$ cat src/hdl/sc2a_pkg.sv
// Package: scan code constants, special key codes and the set-1 key table.
`default_nettype none

package sc2a_pkg;

    // Bytes swallowed after a pause sequence start
    localparam int PAUSE_SKIP_COUNT = 2;
    // Press codes below this limit count as inside the key table
    localparam int TABLE_ENTRIES    = 89;

    localparam logic [2:0] SKIP_LOAD   = 3'(PAUSE_SKIP_COUNT);
    localparam logic [7:0] TABLE_LIMIT = 8'(TABLE_ENTRIES);

    // Prefix bytes
    localparam logic [7:0] BYTE_PAUSE    = 8'hE1;
    localparam logic [7:0] BYTE_EXTENDED = 8'hE0;

    // Press codes that only update modifier state
    localparam logic [6:0] CODE_LSHIFT   = 7'd42;
    localparam logic [6:0] CODE_RSHIFT   = 7'd54;
    localparam logic [6:0] CODE_CAPS     = 7'd58;
    localparam logic [6:0] CODE_NUMLOCK  = 7'd69;

    // Ranges for the combined-code choice
    localparam logic [6:0] SYMBOL_FIRST  = 7'd2;
    localparam logic [6:0] SYMBOL_LAST   = 7'd53;
    localparam logic [6:0] NUMPAD_FIRST  = 7'd71;
    localparam logic [6:0] NUMPAD_LAST   = 7'd83;

    localparam logic [7:0] ASCII_LOWER_A = 8'h61;
    localparam logic [7:0] ASCII_LOWER_Z = 8'h7A;

    // Key code reported for the pause key
    localparam logic [7:0] KEY_PAUSE     = 8'hA0;

    typedef struct packed {
        logic [7:0] normal;
        logic [7:0] combined;
    } key_entry_t;

    // Set-1 key table, indexed by press code
    function automatic key_entry_t key_lookup(input logic [6:0] code);
        key_entry_t e;
        e = '{normal: 8'h00, combined: 8'h00};
        case (code)
            7'd1:  e = '{8'h1B, 8'h1B};
            7'd2:  e = '{8'h31, 8'h21};
            7'd3:  e = '{8'h32, 8'h40};
            7'd4:  e = '{8'h33, 8'h23};
            7'd5:  e = '{8'h34, 8'h24};
            7'd6:  e = '{8'h35, 8'h25};
            7'd7:  e = '{8'h36, 8'h5E};
            7'd8:  e = '{8'h37, 8'h26};
            7'd9:  e = '{8'h38, 8'h2A};
            7'd10: e = '{8'h39, 8'h28};
            7'd11: e = '{8'h30, 8'h29};
            7'd12: e = '{8'h2D, 8'h5F};
            7'd13: e = '{8'h3D, 8'h2B};
            7'd14: e = '{8'h08, 8'h08};
            7'd15: e = '{8'h09, 8'h09};
            7'd16: e = '{8'h71, 8'h51};
            7'd17: e = '{8'h77, 8'h57};
            7'd18: e = '{8'h65, 8'h45};
            7'd19: e = '{8'h72, 8'h52};
            7'd20: e = '{8'h74, 8'h54};
            7'd21: e = '{8'h79, 8'h59};
            7'd22: e = '{8'h75, 8'h55};
            7'd23: e = '{8'h69, 8'h49};
            7'd24: e = '{8'h6F, 8'h4F};
            7'd25: e = '{8'h70, 8'h50};
            7'd26: e = '{8'h5B, 8'h7B};
            7'd27: e = '{8'h5D, 8'h7D};
            7'd28: e = '{8'h0A, 8'h0A};
            7'd29: e = '{8'h81, 8'h81};
            7'd30: e = '{8'h61, 8'h41};
            7'd31: e = '{8'h73, 8'h53};
            7'd32: e = '{8'h64, 8'h44};
            7'd33: e = '{8'h66, 8'h46};
            7'd34: e = '{8'h67, 8'h47};
            7'd35: e = '{8'h68, 8'h48};
            7'd36: e = '{8'h6A, 8'h4A};
            7'd37: e = '{8'h6B, 8'h4B};
            7'd38: e = '{8'h6C, 8'h4C};
            7'd39: e = '{8'h3B, 8'h3A};
            7'd40: e = '{8'h27, 8'h22};
            7'd41: e = '{8'h60, 8'h7E};
            7'd42: e = '{8'h82, 8'h82};
            7'd43: e = '{8'h5C, 8'h7C};
            7'd44: e = '{8'h7A, 8'h5A};
            7'd45: e = '{8'h78, 8'h58};
            7'd46: e = '{8'h63, 8'h43};
            7'd47: e = '{8'h76, 8'h56};
            7'd48: e = '{8'h62, 8'h42};
            7'd49: e = '{8'h6E, 8'h4E};
            7'd50: e = '{8'h6D, 8'h4D};
            7'd51: e = '{8'h2C, 8'h3C};
            7'd52: e = '{8'h2E, 8'h3E};
            7'd53: e = '{8'h2F, 8'h3F};
            7'd54: e = '{8'h83, 8'h83};
            7'd55: e = '{8'h2A, 8'h2A};
            7'd56: e = '{8'h85, 8'h85};
            7'd57: e = '{8'h20, 8'h20};
            7'd58: e = '{8'h86, 8'h86};
            7'd59: e = '{8'h87, 8'h87};
            7'd60: e = '{8'h88, 8'h88};
            7'd61: e = '{8'h89, 8'h89};
            7'd62: e = '{8'h8A, 8'h8A};
            7'd63: e = '{8'h8B, 8'h8B};
            7'd64: e = '{8'h8C, 8'h8C};
            7'd65: e = '{8'h8D, 8'h8D};
            7'd66: e = '{8'h8E, 8'h8E};
            7'd67: e = '{8'h8F, 8'h8F};
            7'd68: e = '{8'h90, 8'h90};
            7'd69: e = '{8'h91, 8'h91};
            7'd70: e = '{8'h92, 8'h92};
            7'd71: e = '{8'h93, 8'h37};
            7'd72: e = '{8'h94, 8'h38};
            7'd73: e = '{8'h95, 8'h39};
            7'd74: e = '{8'h2D, 8'h2D};
            7'd75: e = '{8'h96, 8'h34};
            7'd76: e = '{8'h97, 8'h35};
            7'd77: e = '{8'h98, 8'h36};
            7'd78: e = '{8'h2B, 8'h2B};
            7'd79: e = '{8'h99, 8'h31};
            7'd80: e = '{8'h9A, 8'h32};
            7'd81: e = '{8'h9B, 8'h33};
            7'd82: e = '{8'h9C, 8'h30};
            7'd83: e = '{8'h9D, 8'h2E};
            7'd87: e = '{8'h9E, 8'h9E};
            7'd88: e = '{8'h9F, 8'h9F};
            default: e = '{normal: 8'h00, combined: 8'h00};
        endcase
        return e;
    endfunction

endpackage

`default_nettype wire

$ cat src/hdl/scan_code_to_ascii_converter_top.sv
// Top level: PS/2 set-1 scan byte to key code converter with modifier tracking.
`default_nettype none

// Takes one scan byte per request on the scan channel and returns at most one
// key event per byte on the key channel. A byte is registered at the input,
// decoded against the shift, caps lock, num lock, extended prefix and pause
// skip state, and the event lands in the result register. Throughput is one
// byte per cycle while key_ready stays high; key_valid rises when the result
// register takes an event from the input register. While a result waits
// on a low key_ready, the byte in the input register waits too, whether or not
// it yields an event, and scan_ready drops once that register is full. Bytes
// that only change state (E0, E1 follow-up bytes, shift, caps and num lock
// presses) produce no key event.
module scan_code_to_ascii_converter_top
(
    input  wire logic       clk,
    input  wire logic       rst_n,
    input  wire logic       scan_valid,
    output logic            scan_ready,
    input  wire logic [7:0] scan_byte,
    output logic            key_valid,
    input  wire logic       key_ready,
    output logic [7:0]      key_code,
    output logic            key_pressed,
    output logic            extended_key
);
    import sc2a_pkg::*;

    // Input stage
    logic       in_valid_reg;
    logic [7:0] in_byte_reg;

    // Key state
    logic       shift_reg,  shift_next;
    logic       caps_reg,   caps_next;
    logic       num_reg,    num_next;
    logic       prefix_reg, prefix_next;
    logic [2:0] skip_reg,   skip_next;

    // Result stage
    logic       out_valid_reg;
    logic [7:0] code_reg,    code_next;
    logic       pressed_reg;
    logic       ext_reg,     ext_next;

    logic       advance;
    logic       out_free;
    logic       emit;
    logic       lookup;
    logic [6:0] code;
    logic       pressed;
    logic       in_table;
    logic       is_letter;
    logic       use_combined;
    key_entry_t entry;

    assign code     = in_byte_reg[6:0];
    assign pressed  = ~in_byte_reg[7];
    assign out_free = ~out_valid_reg | key_ready;
    assign advance  = in_valid_reg & out_free;

    assign scan_ready = ~in_valid_reg | advance;

    // Table lookup and combined-code choice
    assign entry     = key_lookup(code);
    assign in_table  = ({1'b0, code} < TABLE_LIMIT);
    assign is_letter = in_table & (entry.normal >= ASCII_LOWER_A)
                     & (entry.normal <= ASCII_LOWER_Z);

    always_comb
    begin
        priority if (is_letter)
        begin
            use_combined = shift_reg ^ caps_reg;
        end
        else if (code >= SYMBOL_FIRST && code <= SYMBOL_LAST)
        begin
            use_combined = shift_reg;
        end
        else if (code >= NUMPAD_FIRST && code <= NUMPAD_LAST && !prefix_reg)
        begin
            use_combined = num_reg;
        end
        else
        begin
            use_combined = 1'b0;
        end
    end

    // Decode one byte: update state, decide whether it yields an event
    always_comb
    begin
        shift_next  = shift_reg;
        caps_next   = caps_reg;
        num_next    = num_reg;
        prefix_next = prefix_reg;
        skip_next   = skip_reg;
        emit        = 1'b0;
        lookup      = 1'b0;
        code_next   = KEY_PAUSE;
        ext_next    = 1'b0;
        priority if (skip_reg != 3'd0)
        begin
            skip_next = skip_reg - 3'd1;
        end
        else if (in_byte_reg == BYTE_PAUSE)
        begin
            skip_next = SKIP_LOAD;
            emit      = 1'b1;
        end
        else if (in_byte_reg == BYTE_EXTENDED)
        begin
            prefix_next = 1'b1;
        end
        else if (code == CODE_LSHIFT || code == CODE_RSHIFT)
        begin
            shift_next = pressed;
        end
        else if (code == CODE_CAPS && pressed)
        begin
            caps_next = ~caps_reg;
        end
        else if (code == CODE_NUMLOCK && pressed)
        begin
            num_next = ~num_reg;
        end
        else
        begin
            emit        = 1'b1;
            lookup      = 1'b1;
            prefix_next = 1'b0;
            ext_next    = prefix_reg;
            if (!in_table)
            begin
                code_next = 8'h00;
            end
            else if (use_combined)
            begin
                code_next = entry.combined;
            end
            else
            begin
                code_next = entry.normal;
            end
        end
    end

    // Hold the incoming byte until the decode stage takes it
    always_ff @(posedge clk or negedge rst_n)
    begin
        if (!rst_n)
        begin
            in_valid_reg <= 1'b0;
        end
        else if (scan_ready)
        begin
            in_valid_reg <= scan_valid;
        end
    end

    always_ff @(posedge clk)
    begin
        if (scan_valid && scan_ready)
        begin
            in_byte_reg <= scan_byte;
        end
    end

    // Advance key state once per decoded byte
    always_ff @(posedge clk or negedge rst_n)
    begin
        if (!rst_n)
        begin
            shift_reg  <= 1'b0;
            caps_reg   <= 1'b0;
            num_reg    <= 1'b0;
            prefix_reg <= 1'b0;
            skip_reg   <= 3'd0;
        end
        else if (advance)
        begin
            shift_reg  <= shift_next;
            caps_reg   <= caps_next;
            num_reg    <= num_next;
            prefix_reg <= prefix_next;
            skip_reg   <= skip_next;
        end
    end

    // Result register: load on an event, drop when taken
    always_ff @(posedge clk or negedge rst_n)
    begin
        if (!rst_n)
        begin
            out_valid_reg <= 1'b0;
        end
        else if (out_free)
        begin
            out_valid_reg <= advance & emit;
        end
    end

    always_ff @(posedge clk)
    begin
        if (advance && emit)
        begin
            code_reg    <= code_next;
            pressed_reg <= pressed | ~lookup;
            ext_reg     <= ext_next;
        end
    end

    assign key_valid    = out_valid_reg;
    assign key_code     = code_reg;
    assign key_pressed  = pressed_reg;
    assign extended_key = ext_reg;

`ifndef SYNTHESIS
    // Skip counter never exceeds its load value
    a_skip_bound: assert property (@(posedge clk) disable iff (!rst_n)
        skip_reg <= SKIP_LOAD)
        else $error("pause skip counter out of range");

    // A pause byte outside a skip window loads the skip counter
    a_pause_load: assert property (@(posedge clk) disable iff (!rst_n)
        (advance && skip_reg == 3'd0 && in_byte_reg == BYTE_PAUSE)
        |=> (skip_reg == SKIP_LOAD && out_valid_reg && code_reg == KEY_PAUSE))
        else $error("pause byte did not load skip counter and event");

    // A skipped byte counts down and produces no event
    a_skip_drop: assert property (@(posedge clk) disable iff (!rst_n)
        (advance && skip_reg != 3'd0)
        |=> (skip_reg == $past(skip_reg) - 3'd1 && !out_valid_reg))
        else $error("skipped byte mishandled");

    // A looked-up key clears the extended prefix
    a_prefix_clear: assert property (@(posedge clk) disable iff (!rst_n)
        (advance && lookup) |=> !prefix_reg)
        else $error("extended prefix not cleared after key");
`endif

endmodule

`default_nettype wire
$ cat config.mk
export PLATFORM = sky130hd
export DESIGN_NAME = scan_code_to_ascii_converter_top
export DESIGN_NICKNAME = d
export VERILOG_FILES = /design/src/hdl/sc2a_pkg.sv /design/src/hdl/scan_code_to_ascii_converter_top.sv
export SDC_FILE = /design/constraint.sdc
export NUM_CORES = 1
export LEC_CHECK = 0
export ABC_CLOCK_PERIOD_IN_PS = 3600
export BUFFER_PORTS_ARGS = -buffer_cell sky130_fd_sc_hd__buf_2
export CAP_MARGIN = 15
export CORE_AREA = 2 2 107 109
export DETAILED_ROUTE_END_ITERATION = 10
export DIE_AREA = 0 0 109 111
export SYNTH_ARGS = -nofsm -noshare
export SYNTH_HDL_FRONTEND = slang
export SYNTH_SLANG_ARGS = --single-unit
$ cat constraint.sdc
create_clock -name clk -period 3.6 [get_ports clk]
set_input_delay 0.18 -clock clk [delete_from_list [all_inputs] [get_ports clk]]
set_output_delay 0.18 -clock clk [all_outputs]
set_load 0.01 [all_outputs]
* Yosys cells after proc, flatten, opt, wreduce, memory -nomap -nowiden
Memory sizes are Yosys's and may differ from the RTL's. A register that Yosys moved wholly into a read port is not among the register bits.
Cells that the tools add are included.
** Storage, ports and cells
- Register bits :: 27
- Bits in read-only memories :: 2048
- Input port bits :: 12
- Logic and storage cells :: 88
- Memories kept :: 1
** Operators by class
- Add/sub/neg operators :: 1
- Order comparisons :: 7
- Equal/unequal tests :: 9
- Muxes and demuxes :: 20
- Bitwise operators :: 20
- Reductions and logical operators :: 18
** Memory list
- (no name shown) :: depth 128, width 16, read ports 1, clocked after Yosys merged registers in 1, write ports 0, RTL line sc2a_pkg.sv:45 : case (code)
** Operator list (count)
- $eq 7x6->1 const B :: 3
- $eq 8x8->1 const B :: 2
- $mux 8 :: 2
- $mux 1 :: 15
- $not 1->1 :: 12
- $reduce_and 6->1 :: 2
- $ge 8x7->1 const B :: 1
- $le 8x7->1 const B :: 1
- $eq 7x7->1 const B :: 1
- $ge 7x2->1 const B :: 1
- $ge 7x7->1 const B :: 1
- $le 7x6->1 const B :: 1
- $le 7x7->1 const B :: 1
- $logic_and 1x1->1 :: 7
- $lt 7x7->1 const B :: 1
- $mux 7 :: 1
- $reduce_and 7->1 :: 1
- $reduce_or 7->1 :: 1
- $mux 3 :: 2
- $ne 2x2->1 const B :: 3
- $reduce_or 6->1 :: 1
- $reduce_and 5->1 :: 1
- $and 1x1->1 :: 4
- $or 1x1->1 :: 3
- other kinds (7) :: 7

* Longest topological paths before layout
- Depth in word-level cells :: 10
- Depth in mapped cells :: 13

* Worst setup path before layout
OpenSTA, ideal clock, no wires.
- Kind :: register to register
- Start point :: reg out_valid_reg, in the netlist key_valid
- End point :: reg, netlist name entry[0]
- Library setup time :: 0.136 ns
- Arrival :: 2.534 ns
- Required time :: 3.464 ns
- Slack :: 0.930 ns
- Cell stages (with the launch flop) :: 11
- Path buffers :: 2
- Period minus slack after synthesis :: 2.670 ns
- Cell sequence :: dfrtp_1 -> and3b_1 -> buf_6 -> o211ai_1 -> buf_2 -> ha_1 -> nor3_2 -> nor4_1 -> a2111o_1 -> o22ai_1 -> o22ai_1
** Between the ends
- Word-level cells in the longest chain between the ends :: 6
** RTL lines
- from (decl) :: RTL line scan_code_to_ascii_converter_top.sv:41 : logic out_valid_reg;
- from (signal assigned) :: RTL line scan_code_to_ascii_converter_top.sv:199 : out_valid_reg <= advance & emit;
- $not 1->1 :: RTL line scan_code_to_ascii_converter_top.sv:59 : assign out_free = ~out_valid_reg | key_ready;
- $or 1x1->1 :: RTL line scan_code_to_ascii_converter_top.sv:59
- $and 1x1->1 :: RTL line scan_code_to_ascii_converter_top.sv:60 : assign advance = in_valid_reg & out_free;
- $or 1x1->1 :: RTL line scan_code_to_ascii_converter_top.sv:62 : assign scan_ready = ~in_valid_reg | advance;
- $logic_and 1x1->1 :: RTL line scan_code_to_ascii_converter_top.sv:163 : if (scan_valid && scan_ready)
- $mux 7 (no source line)
Every way passes these cells.
A chain may end at the register's enable or synchronous reset.

* Worst setup path in the final report
- Start point :: reg in_valid_reg
- End point :: reg, netlist name entry[1]
** Between the ends
- Word-level cells in the longest chain between the ends :: 4
- Elaborated cells on any way between the ends :: 5
- Classes of those cells :: mux (1); bitwise (3); reduce/logical (1)
** RTL lines
- from (decl) :: RTL line scan_code_to_ascii_converter_top.sv:30 : logic in_valid_reg;
- from (signal assigned) :: RTL line scan_code_to_ascii_converter_top.sv:157 : in_valid_reg <= scan_valid;
- $and 1x1->1 / $not 1->1 (equally long branches) :: RTL line scan_code_to_ascii_converter_top.sv:60, scan_code_to_ascii_converter_top.sv:62
- $or 1x1->1 * :: RTL line scan_code_to_ascii_converter_top.sv:62
- $logic_and 1x1->1 * :: RTL line scan_code_to_ascii_converter_top.sv:163
- $mux 7 (no source line) *
Every way passes the cells marked *; elsewhere a longest branch is shown, timed or not.

==> parameters.txt <==
Parameter                              Value

Cells and area
  Layout net count ... 485
  Final-layout fill cell count ... 1,138
  Layout-stage area growth over the synthesis result ... 9.18%
  Footprint of the multi-input gates ... 2380 um^2
  Layout cells sized above 1 ... 0.163
  Antenna fix cells ... 0
  Largest register FFs ... 16
  Utilization of the core after routing ... 0.368
  Area taken by flip-flops and latches ... 1090 um^2

STA
  Fin crit share ... 0.875
  WHS ... 0.0639 ns
  Maximum clock frequency ... 318 MHz
  Clock period minus worst slack ... 3.15 ns
  Final hold violation count ... 0
  Max Clock Skew ... 0.00296 ns
  Final max-slew violation count ... 0
  Max transition margin ... 0.523
  Unrepaired setup endpoints after global routing ... false
  Sum Neg Setup Slack ... 0 ns
  Setup violation total in the final timing report ... 0
  Slew at the pin closest to its max-slew limit ... 0.714 ns

Critical path
  Startpoint Class ... register
  Data required time of the critical path ... 3.80 ns
  Arrival time reported for the critical path endpoint ... 3.35 ns
  FF-to-FF Start ... in_valid_reg$_DFFE_PN0N_
  Worst-path cell with the longest stage delay ... sky130_fd_sc_hd__a21boi_0
  Worst setup slack for register-to-register paths ... 0.45 ns
  Endpoint type of the worst setup path ... register
  R2r worst-path depth ... 9
  Worst-path fanout max ... 9
  Cell class contributing the biggest share of worst-path delay ... compound AO/OA/AOI/OAI gates
  Critical R2R Capture ... entry[1]$_DFF_P_
  Chain of cells forming the critical path ... and3b_1 > o211ai_2 > buf_4 > inv_1 > ha_1 > a21boi_0 > o21ai_0 > a311o_1 > o31ai_2
  Slowest stage delay, CP ... 0.44 ns
  Setup CP Type ... register to register
  Count of buffer and inverter cells on the critical path ... 2

Die
  DIE HEIGHT ... 111 um
  Die Footprint ... 12,100 um^2
  Effective utilization at floorplan ... 0.337
  Width of the chip ... 109 um
  I/O pin count ... 24
  CORE AREA ... 11,100 um^2
  Standard-cell rows ... 39

Routing
  Antenna-violating nets left ... 0
  First-pass DRT Iterations ... 6
  DRC violations left ... 0
  Number of design-rule violations left by the first detailed-router iteration ... 635
  Post-detailed-routing wire length ... 11.6 mm
  Per-cell routed wire length ... 19.2 um
  Post-DR vias/cell ... 6.22
  Vias after detailed routing ... 3,754

CTS
  Number of H-tree branching levels ... 2
  Insertion delay to the later sink of the worst-skew pair ... 0.29 ns
  Number of clock buffers inserted by TritonCTS ... 5
  Clk slew on worst S/H paths ... 0.06 ns
  Maximum number of buffers from clock root to sink ... 2
  Clock Sinks ... 43
  Clock tree from TritonCTS ... built
  Post-CTS setup buffer count ... 0
  Clock Root Buffer ... sky130_fd_sc_hd__clkbuf_16

Status
  Run status ... completed

Yosys
  Distinct cells, synth ... 77
  Syn Area/Cell ... 8.21 um^2
  Dominant cells by area after synthesis ... sky130_fd_sc_hd__edfxtp_1 (14%), sky130_fd_sc_hd__dfxtp_1 (8.6%), sky130_fd_sc_hd__dfrtp_1 (6.0%), sky130_fd_sc_hd__a21oi_1 (5.8%), sky130_fd_sc_hd__o21ai_0 (5.1%)
  Post-synth top area cell ... sky130_fd_sc_hd__edfxtp_1
  Synth top cells by count ... sky130_fd_sc_hd__nand2_1 (46), sky130_fd_sc_hd__a21oi_1 (43), sky130_fd_sc_hd__o21ai_0 (38), sky130_fd_sc_hd__nor2_1 (28), sky130_fd_sc_hd__edfxtp_1 (18)
  Number of synthesized flops with an enable pin ... 18
  Post-synth design cell area ... 3730 um^2
  Post-Synthesis Cells ... 455
  Yosys warnings ... 0
  Dominant register cell in the synthesized netlist ... sky130_fd_sc_hd__edfxtp_1
  Synth async-reset ratio ... 0.209
  Count of state elements after synthesis ... 43
  Synthesized net count ... 480
  Leading cell type by number of instances after synthesis ... sky130_fd_sc_hd__nand2_1
  Area share of the largest cell type after synthesis ... 0.145
  Fraction of the yosys area taken by sequential cells ... 0.291

Worst hold path
  Worst hold path class ... primary input to register
  Number of cells traversed by the worst hold path ... 1
  WHS Endpoint ... in_byte_reg[7]$_DFFE_PN_
  Hold Startpoint ... scan_byte[7]

Pwr
  Leakage power ... 1.52 nW
  Max IR drop VDD ... 0.223 mV
  Power Dens Cells ... 530 nW/um^2
  Post-layout total power ... 2.16 mW

Global routing
  Largest net degree at the start of global routing ... 35
  Number of antenna violations at the first check in global routing ... 0
  First-pass GRT wire length ... 18.5 mm
  Vias in the first global route ... 3,448
  Tot GR Track Use ... 0.195
  Overflow left after global routing ... 0

Flow run
  # Max-Cap Violations ... 0

Placement
  Routability congestion estimate from global placement ... 1.01
  Post-DP HPWL ... 8.22 mm
  Number of buffer cells added on primary ports ... 23
## worst max-delay path by stage
stage	cells after the start	to	from	slack [ns]
floorplan	10	entry[0]$_DFF_P_	key_valid$_DFFE_PN0P_	0.93
global placement	9	entry[1]$_DFF_P_	in_valid_reg$_DFFE_PN0N_	0.54
detailed placement	9	entry[1]$_DFF_P_	in_valid_reg$_DFFE_PN0N_	0.58
CTS	9	entry[1]$_DFF_P_	in_valid_reg$_DFFE_PN0N_	0.56
global route	10	entry[9]$_DFF_P_	in_valid_reg$_DFFE_PN0N_	0.22
finish	9	entry[1]$_DFF_P_	in_valid_reg$_DFFE_PN0N_	0.45
## worst register-to-register path, cell delays in order, from the launching register on
cell	delay, ns
sky130_fd_sc_hd__dfrtp_1	0.42
sky130_fd_sc_hd__and3b_1	0.37
sky130_fd_sc_hd__o211ai_2	0.23
sky130_fd_sc_hd__buf_4	0.22
sky130_fd_sc_hd__inv_1	0.25
sky130_fd_sc_hd__ha_1	0.37
sky130_fd_sc_hd__a21boi_0	0.44
sky130_fd_sc_hd__o21ai_0	0.24
sky130_fd_sc_hd__a311o_1	0.43
sky130_fd_sc_hd__o31ai_2	0.07
## where the power goes
| group | internal [mW] | switching (mW) |
|---|---|---|
| Sequential | 0.629 | 0.0676 |
| Clock | 0.327 | 0.197 |
| Combinational | 0.335 | 0.606 |
## metrics by stage
stage          worst slack, ns  cell area (um^2)  std cells
5_1_grt                  0.219              4080        604
3_3_place_gp             0.545              3900        595
6_report                 0.451              4080        604
4_1_cts                  0.557              4080        604
2_1_floorplan            0.930              3730        455
3_5_place_dp             0.580              3900        595
## cells in the final DEF (no fill, tap or decap), types with 4 or more instances in the layout
cell / count
sky130_fd_sc_hd__a31oi_1: 7
sky130_fd_sc_hd__dfrtp_1: 9
sky130_fd_sc_hd__buf_4: 10
sky130_fd_sc_hd__buf_2: 23
sky130_fd_sc_hd__ha_1: 13
sky130_fd_sc_hd__mux2_2: 4
sky130_fd_sc_hd__o22ai_1: 12
sky130_fd_sc_hd__o21a_1: 4
sky130_fd_sc_hd__edfxtp_1: 18
sky130_fd_sc_hd__a211oi_1: 7
sky130_fd_sc_hd__o21ai_1: 8
sky130_fd_sc_hd__nand2_1: 46
sky130_fd_sc_hd__nand2b_1: 12
sky130_fd_sc_hd__nand4_1: 5
sky130_fd_sc_hd__o211ai_1: 12
sky130_fd_sc_hd__o21ai_0: 38
sky130_fd_sc_hd__xor2_1: 4
sky130_fd_sc_hd__nand3_1: 9
sky130_fd_sc_hd__clkbuf_16: 5
sky130_fd_sc_hd__nor2_1: 28
sky130_fd_sc_hd__mux2i_1: 13
sky130_fd_sc_hd__a21oi_1: 43
sky130_fd_sc_hd__dfxtp_1: 16
sky130_fd_sc_hd__nor3_1: 15
sky130_fd_sc_hd__a221oi_1: 5
sky130_fd_sc_hd__inv_1: 13
sky130_fd_sc_hd__nand4b_1: 5
## cell families after synthesis
kind of cell,count (synthesis),share of synthesized area
compound gates,168,0.298
fa+ha+maj,13,0.0436
mux,21,0.0643
buf+inv,52,0.0724
simple gates,152,0.216
flops,43,0.291
xor+xnor,6,0.0141
## routing by layer
layer  share of wire  GRT usage
met5               0          0
met4           0.058      0.103
met3           0.090     0.0347
met2            0.45      0.294
met1            0.40      0.262
## timing repair
item,CTS,global route
hold endpoints to repair,9,0
resized for setup,0,0
endpoints found under the setup margin,0,0
hold buffers,1,0
## cell type report
| class | instances | area share |
|---|---|---|
| clock buffers | 5 | 0.0307 |
| clock inverters | 3 | 0.0107 |
| inverters | 16 | 0.0160 |
| multi-input cells | 360 | 0.583 |
| flip-flops and latches | 43 | 0.266 |
| well taps | 143 | 0.0439 |
| repair buffers | 34 | 0.0491 |
Power figures use the tool's default switching activity.
